File: src/rtl/core/drem_pkg.sv
package drem_pkg;

    localparam int unsigned NUM_BUTTONS = 3;

    localparam logic [1:0] BTN_GENERAL = 2'd0;
    localparam logic [1:0] BTN_PART    = 2'd1;
    localparam logic [1:0] BTN_DATA    = 2'd2;

    localparam logic [1:0] REG_DEBOUNCE_LIMIT = 2'd0;
    localparam logic [1:0] REG_GENERAL_MAX    = 2'd1;
    localparam logic [1:0] REG_PART_MAX       = 2'd2;
    localparam logic [1:0] REG_STEP_MAX       = 2'd3;

    localparam logic [7:0] DEBOUNCE_LIMIT_RST = 8'd50;
    localparam logic [7:0] GENERAL_MAX_RST    = 8'd6;
    localparam logic [7:0] PART_MAX_RST       = 8'd8;
    localparam logic [7:0] STEP_MAX_RST       = 8'd4;

    localparam logic [7:0] TIMER_MAX = 8'd255;

    typedef enum logic [2:0] {
        SRC_GENERAL = 3'd0,
        SRC_PATTERN = 3'd1,
        SRC_PART    = 3'd2,
        SRC_STEP    = 3'd3,
        SRC_DATA    = 3'd4
    } source_t;

    typedef struct packed {
        logic data_dt;
        logic data_clk;
        logic part_dt;
        logic part_clk;
        logic general_dt;
        logic general_clk;
        logic data_button;
        logic part_button;
        logic general_button;
        logic ms_tick;
    } sample_t;

    typedef struct packed {
        logic       part_led;
        logic       general_led;
        logic [2:0] active_source;
        logic [7:0] step_index;
        logic [7:0] part_index;
        logic       turn_direction;
        logic [7:0] parameter_index;
    } result_t;

    function automatic logic [7:0] step_clamp(
        input logic [7:0] idx,
        input logic       clk,
        input logic       dt,
        input logic       edge_seen,
        input logic [7:0] max_idx
    );
        logic [7:0] v;
        v = idx;
        if (edge_seen) begin
            if (dt != clk) begin
                if (v != 8'd0) v = v - 8'd1;
            end else begin
                if (v != 8'hFF) v = v + 8'd1;
            end
        end
        if (v > max_idx) v = max_idx;
        return v;
    endfunction

endpackage

File: src/rtl/core/debounced_rotary_encoder_menu.sv
// Debounced rotary encoder menu.
// Input stream: one word per sample of three buttons, three encoders and a
// millisecond tick flag. Output stream: one word per sample with the menu
// indices, the pattern turn direction, the last touched control and two LEDs.
// Configuration: plain write port (cfg_wen, cfg_index, cfg_wdata) for the
// debounce limit and the three index maxima; write it only while idle.
// Pipeline: an input register feeds the update logic, which loads the output
// register and the menu state in the same cycle. Each sample passes the input
// register, then the output register. Throughput, set by the single update
// stage, is one sample per cycle while the receiver takes each output word.
// When the receiver stalls, the output register holds its word and the input
// register still takes one more sample; after that s_axis_tready drops until
// the output word is taken.
// Reset clears both pipeline valids, puts both buttons in general/part mode,
// marks all buttons released, zeroes timers, indices and the source, and
// loads the default register values.
module debounced_rotary_encoder_menu
    import drem_pkg::*;
(
    input  logic        aclk,
    input  logic        aresetn,
    input  logic        s_axis_tvalid,
    output logic        s_axis_tready,
    // ms_tick, general_button, part_button, data_button, general_clk,
    // general_dt, part_clk, part_dt, data_clk, data_dt, zero fill
    input  logic [15:0] s_axis_tdata,
    output logic        m_axis_tvalid,
    input  logic        m_axis_tready,
    // parameter_index[7:0], turn_direction, part_index[7:0], step_index[7:0],
    // active_source[2:0], general_led, part_led, zero fill
    output logic [31:0] m_axis_tdata,
    input  logic        cfg_wen,
    input  logic [1:0]  cfg_index,
    input  logic [7:0]  cfg_wdata
);

    logic [7:0] debounce_limit_reg;
    logic [7:0] general_max_reg;
    logic [7:0] part_max_reg;
    logic [7:0] step_max_reg;

    logic    in_valid_reg;
    sample_t in_reg;
    logic    out_valid_reg;
    result_t out_reg;

    logic       general_mode_reg, general_mode_next;
    logic       part_mode_reg, part_mode_next;
    logic [NUM_BUTTONS-1:0] raw_prev_reg, raw_prev_next;
    logic [NUM_BUTTONS-1:0] stable_reg, stable_next;
    logic [7:0] timer_reg [NUM_BUTTONS];
    logic [7:0] timer_next [NUM_BUTTONS];
    logic [NUM_BUTTONS-1:0] clk_prev_reg, clk_prev_next;
    logic [7:0] general_index_reg, general_index_next;
    logic [7:0] part_index_reg, part_index_next;
    logic [7:0] step_index_reg, step_index_next;
    logic       direction_reg, direction_next;
    source_t    source_reg, source_next;
    result_t    out_next;

    logic                   advance;
    logic [NUM_BUTTONS-1:0] raw;
    logic [NUM_BUTTONS-1:0] changed;
    logic [NUM_BUTTONS-1:0] released;
    logic [NUM_BUTTONS-1:0] clk_now;
    logic [NUM_BUTTONS-1:0] edge_seen;

    assign advance       = !out_valid_reg || m_axis_tready;
    assign s_axis_tready = !in_valid_reg || advance;
    assign m_axis_tvalid = out_valid_reg;
    assign m_axis_tdata  = {2'b00, out_reg};

    assign raw     = {in_reg.data_button, in_reg.part_button, in_reg.general_button};
    assign clk_now = {in_reg.data_clk, in_reg.part_clk, in_reg.general_clk};

    always_comb begin
        raw_prev_next = raw;
        stable_next   = stable_reg;
        changed       = '0;
        released      = '0;
        for (int b = 0; b < NUM_BUTTONS; b++) begin
            if (raw[b] != raw_prev_reg[b]) begin
                timer_next[b] = 8'd0;
            end else if (in_reg.ms_tick && timer_reg[b] != TIMER_MAX) begin
                timer_next[b] = timer_reg[b] + 8'd1;
            end else begin
                timer_next[b] = timer_reg[b];
            end
            if (timer_next[b] > debounce_limit_reg && raw[b] != stable_reg[b]) begin
                stable_next[b] = raw[b];
                changed[b]     = 1'b1;
                released[b]    = raw[b];
            end
        end

        edge_seen     = clk_now ^ clk_prev_reg;
        clk_prev_next = clk_now;

        general_mode_next  = general_mode_reg ^ released[BTN_GENERAL];
        part_mode_next     = part_mode_reg ^ released[BTN_PART];
        source_next        = source_reg;
        direction_next     = direction_reg;
        general_index_next = general_index_reg;
        part_index_next    = part_index_reg;
        step_index_next    = step_index_reg;

        if (changed[BTN_GENERAL]) begin
            source_next = general_mode_next ? SRC_GENERAL : SRC_PATTERN;
        end
        if (changed[BTN_PART]) begin
            source_next = part_mode_next ? SRC_PART : SRC_STEP;
        end

        if (general_mode_next) begin
            if (edge_seen[BTN_GENERAL]) source_next = SRC_GENERAL;
            general_index_next = step_clamp(general_index_reg, in_reg.general_clk,
                                            in_reg.general_dt, edge_seen[BTN_GENERAL],
                                            general_max_reg);
        end else if (edge_seen[BTN_GENERAL]) begin
            source_next    = SRC_PATTERN;
            direction_next = (in_reg.general_dt == in_reg.general_clk);
        end

        if (part_mode_next) begin
            if (edge_seen[BTN_PART]) source_next = SRC_PART;
            part_index_next = step_clamp(part_index_reg, in_reg.part_clk, in_reg.part_dt,
                                         edge_seen[BTN_PART], part_max_reg);
        end else begin
            if (edge_seen[BTN_PART]) source_next = SRC_STEP;
            step_index_next = step_clamp(step_index_reg, in_reg.part_clk, in_reg.part_dt,
                                         edge_seen[BTN_PART], step_max_reg);
        end

        if (edge_seen[BTN_DATA]) source_next = SRC_DATA;

        out_next.parameter_index = general_index_next;
        out_next.turn_direction  = direction_next;
        out_next.part_index      = part_index_next;
        out_next.step_index      = step_index_next;
        out_next.active_source   = source_next;
        out_next.general_led     = !general_mode_next;
        out_next.part_led        = !part_mode_next;
    end

    always_ff @(posedge aclk) begin
        if (!aresetn) begin
            debounce_limit_reg <= DEBOUNCE_LIMIT_RST;
            general_max_reg    <= GENERAL_MAX_RST;
            part_max_reg       <= PART_MAX_RST;
            step_max_reg       <= STEP_MAX_RST;
        end else if (cfg_wen) begin
            unique case (cfg_index)
                REG_DEBOUNCE_LIMIT: debounce_limit_reg <= cfg_wdata;
                REG_GENERAL_MAX:    general_max_reg    <= cfg_wdata;
                REG_PART_MAX:       part_max_reg       <= cfg_wdata;
                REG_STEP_MAX:       step_max_reg       <= cfg_wdata;
                default:            ;
            endcase
        end
    end

    always_ff @(posedge aclk) begin
        if (s_axis_tready) begin
            in_reg <= sample_t'(s_axis_tdata[9:0]);
        end
        if (advance && in_valid_reg) begin
            out_reg <= out_next;
        end
    end

    always_ff @(posedge aclk) begin
        if (!aresetn) begin
            in_valid_reg      <= 1'b0;
            out_valid_reg     <= 1'b0;
            general_mode_reg  <= 1'b1;
            part_mode_reg     <= 1'b1;
            raw_prev_reg      <= '1;
            stable_reg        <= '1;
            clk_prev_reg      <= '0;
            general_index_reg <= 8'd0;
            part_index_reg    <= 8'd0;
            step_index_reg    <= 8'd0;
            direction_reg     <= 1'b0;
            source_reg        <= SRC_GENERAL;
            for (int b = 0; b < NUM_BUTTONS; b++) begin
                timer_reg[b] <= 8'd0;
            end
        end else begin
            if (s_axis_tready) begin
                in_valid_reg <= s_axis_tvalid;
            end
            if (advance) begin
                out_valid_reg <= in_valid_reg;
            end
            if (advance && in_valid_reg) begin
                general_mode_reg  <= general_mode_next;
                part_mode_reg     <= part_mode_next;
                raw_prev_reg      <= raw_prev_next;
                stable_reg        <= stable_next;
                clk_prev_reg      <= clk_prev_next;
                general_index_reg <= general_index_next;
                part_index_reg    <= part_index_next;
                step_index_reg    <= step_index_next;
                direction_reg     <= direction_next;
                source_reg        <= source_next;
                for (int b = 0; b < NUM_BUTTONS; b++) begin
                    timer_reg[b] <= timer_next[b];
                end
            end
        end
    end

endmodule
File: config.mk
export PLATFORM = sky130hd
export DESIGN_NAME = debounced_rotary_encoder_menu
export DESIGN_NICKNAME = d
export VERILOG_FILES = /design/src/rtl/core/drem_pkg.sv /design/src/rtl/core/debounced_rotary_encoder_menu.sv
export SDC_FILE = /design/constraint.sdc
export NUM_CORES = 1
export LEC_CHECK = 0
export BUFFER_PORTS_ARGS = -buffer_cell sky130_fd_sc_hd__buf_2
export CORE_MARGIN = 2
export CORE_UTILIZATION = 45
export CTS_CLUSTER_SIZE = 40
export DETAILED_ROUTE_END_ITERATION = 6
export REMOVE_ABC_BUFFERS = 1
export SETUP_SLACK_MARGIN = 0.1
export SLEW_MARGIN = 10
export SYNTH_ARGS = -nofsm -noshare
export SYNTH_HDL_FRONTEND = slang
export SYNTH_SLANG_ARGS = --single-unit
export TNS_END_PERCENT = 20
File: constraint.sdc
create_clock -name aclk -period 4.6 [get_ports aclk]
set_clock_uncertainty 0.1 [all_clocks]
set_input_delay 0.69 -clock aclk [delete_from_list [all_inputs] [get_ports aclk]]
set_output_delay 0.69 -clock aclk [all_outputs]
set_load 0.005 [all_outputs]
# After elaboration in Yosys (flattened, before gate mapping)

Memories as Yosys holds them, arrays and structs flattened.
Index checks and enable logic that the tools add are counted.

Register bits after elaboration: 111
Memory bits (writable): 24
Input bits: 31
Output and inout bits: 34
Word-level logic and storage cells: 144
Memories: 1

Memory list:

| name      | depth | bits a word | rd ports | clocked after memory_dff | write ports | RTL line                            | text |
|---|---|---|---|---|---|---|---|
| timer_reg | 3     | 8           | 3        | 0                        | 3           | debounced_rotary_encoder_menu.sv:51 | `logic [7:0] timer_reg [NUM_BUTTONS];` |

Add/subtract/negate cells: 9
$lt $le $gt $ge: 5
Eq/ne operators: 17
Muxes and demuxes: 51
Bitwise logic cells: 6
Reduce and logical (&&, ||, !) cells: 22

Operators with widths:

| cell                                                                   | count |
|---|---|
| 8-bit two-way mux                                                      | 30 |
| 8-bit by 1-bit adder with 8-bit output (second input constant)         | 6 |
| 8-bit inequality test (second input constant)                          | 6 |
| 8-bit greater-than comparator                                          | 5 |
| 3-bit two-way mux                                                      | 9 |
| 8-bit nonzero test                                                     | 3 |
| 8-bit by 1-bit subtractor with 8-bit output (second input constant)    | 3 |
| 1-bit two-way mux                                                      | 12 |
| 2-bit AND reduction                                                    | 6 |
| 1-bit inequality test                                                  | 7 |
| 1-bit logical AND                                                      | 6 |
| 2-bit equality test (second input constant)                            | 2 |
| 1-bit zero test                                                        | 4 |
| 1-bit OR                                                               | 3 |
| 3-bit XOR                                                              | 1 |
| 2-bit by 1-bit equality test with 1-bit output (second input constant) | 1 |
| 2-bit zero test                                                        | 1 |
| 1-bit logical OR                                                       | 2 |
| 1-bit XOR                                                              | 2 |
| 1-bit equality test                                                    | 1 |

# Longest topological paths before layout

An unclocked memory read counts as a cell.

Depth after elaboration: 17
Gate-level depth with buffers: 17
Depth with buffers taken out: 15

# Worst setup path after synthesis

No wires, ideal clock.

Kind: register to register
Start point: register part_index_reg[0]
End point: register out_reg (netlist bit m_axis_tdata[15]) (data pin)
Setup time: 260 ps
Data arrival time: 3,398 ps
Data required time: 4,240 ps
Path slack: 842 ps
Stages on the path, launching flop included: 12
Buffers on the path: 0
Period minus slack after synthesis: 3,758 ps
Cell sequence: dfxtp_1 or3_4 or3_4 a2111oi_0 a211oi_2 ha_1 a21oi_1 o21ai_0 mux2i_1 a21oi_1 mux2_2 mux2_2

RTL lines:

| item                     | RTL line                             | text |
|---|---|---|
| start: declaration       | debounced_rotary_encoder_menu.sv:55  | `logic [7:0] part_index_reg, part_index_next;` |
| start signal: assignment | debounced_rotary_encoder_menu.sv:202 | `part_index_reg <= part_index_next;` |
| end signal: assignment   | debounced_rotary_encoder_menu.sv:167 | `out_reg <= out_next;` |
| end: declaration         | debounced_rotary_encoder_menu.sv:45  | `result_t out_reg;` |

==> impl_results.md <==
- Critical path startpoint category: flop
- Layout Area Growth over Synthesis: 14.3%
- Via density per instance: 5.71
- Most frequent cells in the layout: nand2_1 (99), a21oi_1 (84), nor2_1 (72), dfxtp_1 (71)
- Count of buffer and inverter cells on the critical path: 1
- Post-route ant nets: 0
- Total length of routed wires: 20.0 mm
- Number of primary I/O pins: 65
- Static power due to leakage: 0.00345 uW
- Result of the run: finished, final reports clean
- Worst-case headroom to the max-slew limit: 0.442
- Tightest Pin Transition: 833 ps
- Most frequent standard cell in the layout excluding fill and tap cells: nand2_1
- CP endpoint kind: flop
- Final number of hold-violating endpoints: 0
- Main area contributors after synthesis: edfxtp_1 (20%), dfxtp_1 (18%), ha_1 (8.1%), a21oi_1 (5.3%), nand2_1 (4.7%)
- Part of the Yosys area used for sequential elements: 0.385
- Final Worst Setup Slack: 450 ps
- Number of maximum-capacitance constraint violations: 0
- First-pass GRT wire length: 32.2 mm
- Setup bufs post-CTS: 0
- End-of-flow core utilization: 0.525
- Number of cells traversed by the worst register-to-register path: 13
- Fill count: 1605
- Mapped cell area: 7910 sq um
- Chain of cells forming the critical path: nand3_1 > a31o_1 > o21a_1 > a2111oi_0 > a211oi_2 > ha_1 > a21oi_1 > o21ai_0 > mux2i_1 > a21oi_1 > buf_4 > mux2_2 > mux2_2
- Power per Cell Area: 386 nW/um^2
- Worst path max stage delay: 620 ps
- Startpoint of the worst register-to-register path: part_index_reg[2]
- Diodes inserted: 0
- Clock sink total: 125
- Final worst hold slack: 339 ps
- Maximum ir drop on the vdd rail: 252 uV
- Proportion of register bits with asynchronous set or reset after synthesis: 0
- Number of warning messages in the yosys log: 0
- Source-to-sink clock delay at the later pin of the worst-skew pair: 420 ps
- Hold_sp: s_axis_tdata[4]
- Post-route clock period utilization: 0.902
- Net count reported at finish: 1033
- Combinational family with the most area after synthesis: simple AND/OR/NAND/NOR gates
- Num rows: 48
- Vias: 6786
- Congestion Overflow GR: 0
- Number of hold-repair buffers added at the cts stage: 0
- Crit path time final: 4150 ps
- Overall die height: 137 microns
- Starting density of the core: 0.459
- CP Data Required Time: 4670 ps
- TritonCTS clock tree: yes
- Final setup viols: 0
- Simple-gate portion of the synthesized area: 0.194
- Complex-gate fraction of the synthesized area: 0.190
- Detailed placement HPWL: 14.0 mm
- Cell taking the most area after synthesis: edfxtp_1
- Worst Setup Slack post-DPL: 485 ps
- Max Fanout on Critical Path: 12
- Number of optimization iterations in the first detailed-route pass: 7
- Gate Count Post-Synth: 909
- Xor/xnor share of the synthesized area: 0.0342
- Number of buffers between clock root and the deepest sink: 2
- Via count of the first global-routing pass: 6165
- Number of antenna violations at the first check in global routing: 1
- Placer Congestion: 0.891
- Worst Hold End: clk_now[0]
- Start-to-end type of the worst setup path: flop to flop
- Netlist cell types: 78
- Post-synthesis average cell area: 8.70 sq um
- Mux share of post-synthesis cell area: 0.0604
- Remaining design rule violation count: 0
- Post-synth top area share: 0.205
- WHS Path Cells: 1
- Clock tree root buffer cell: clkbuf_16
- Initial DRC Count: 498
- Fmax: 241 MHz
- Cell family contributing the most delay on the critical path: compound AO/OA/AOI/OAI gates
- Gr usage total: 0.222
- Prevailing post-synth register cell: dfxtp_1
- Post-CTS sizing: 0
- Average wire per cell in the routed design: 16.8 microns
- Post-synthesis sequential element count: 125
- Largest net degree at the start of global routing: 40
- Full die area: 18700 sq um
- Area of the core region: 17200 sq um
- H-tree depth: 4
- RSZ-0062 raised after global routing: false
- EDFF count, synth: 54
- Port buffer count: 54
- Adder-cell share of the synthesized area: 0.0807
- Share of layout cells above drive strength 1: 0.150
- Clock buffers created by TritonCTS: 17
- Worst reg2reg setup slack: 450 ps
- Clock transition at the register clock pins on the worst setup and hold paths after CTS: 60 ps
- CP Data Arrival Time: 4220 ps
- Final sum of negative setup slack: 0 ps
- R2r endpoint: m_axis_tdata[15]
- Critical Path Slowest Stage Cell: dfxtp_1
- Classification of the worst-slack hold path: input pin to flop
- DIE WIDTH: 137 microns
- Final total power: 3500 uW
- Fin. max-slew vios: 0
- Flip-flop count of the largest register after layout: 30
layer usage:
metal	global-route usage	routed length, microns	up-vias
li1	-	-	3407
met1	0.309	9500	3138
met2	0.357	9190	213
met3	0.0415	1070	26
met4	0.0556	234	2
met5	0	11	-
cell usage after synthesis, types with 23 or more instances:
library cell	count
ha_1	51
clkbuf_1	26
nor2_1	72
edfxtp_1	54
a21oi_1	84
nand2_1	99
nor3_1	34
dfxtp_1	71
mux2i_1	23
nand3_1	33
inv_1	54
o21ai_0	42
stage by stage:
stage | area (sq um) | std cells
floorplan | 7680 | 858
global placement | 8390 | 1157
detailed placement | 8390 | 1157
CTS | 9040 | 1189
global route | 9040 | 1189
finish | 9040 | 1189
power by group:
| group | switching, uW | total (uW) | leakage [uW] | internal, uW |
|---|---|---|---|---|
| registers | 59.1 | 1290 | 0.00112 | 1230 |
| logic | 413 | 734 | 0.00202 | 321 |
| clock network | 512 | 1470 | 0.000316 | 956 |
| total | 984 | 3500 | 0.00345 | 2510 |
cell type report:
class,instances,area [sq um],share of cell area
Sequential cell,125,3040,0.336
Clock buffer,25,561,0.0620
Inverter,55,206,0.0228
Timing Repair Buffer,74,420,0.0465
Tap cell,225,282,0.0311
Clock inverter,7,93.8,0.0104
Multi-Input combinational cell,678,4440,0.491
cell families after synthesis:
logic type,count (synthesis)
fa+ha+maj,51
compound gates,234
flops,125
buf+inv,107
xor+xnor,30
mux,45
other cells,1
simple gates,316
how the worst max path moves through the flow:
stage                           start               end  slack (ps)  cells past startpoint
finish              part_index_reg[2]  m_axis_tdata[15]         450                     13
global placement      timer_reg[0][8]  m_axis_tdata[12]         560                     15
CTS                   timer_reg[0][8]  m_axis_tdata[19]         460                     15
detailed placement    timer_reg[0][8]  m_axis_tdata[12]         490                     15
global route          timer_reg[0][0]   m_axis_tdata[8]         140                     15
floorplan                  clk_now[1]  m_axis_tdata[15]         390                     11
Power figures use the tool's default switching activity.
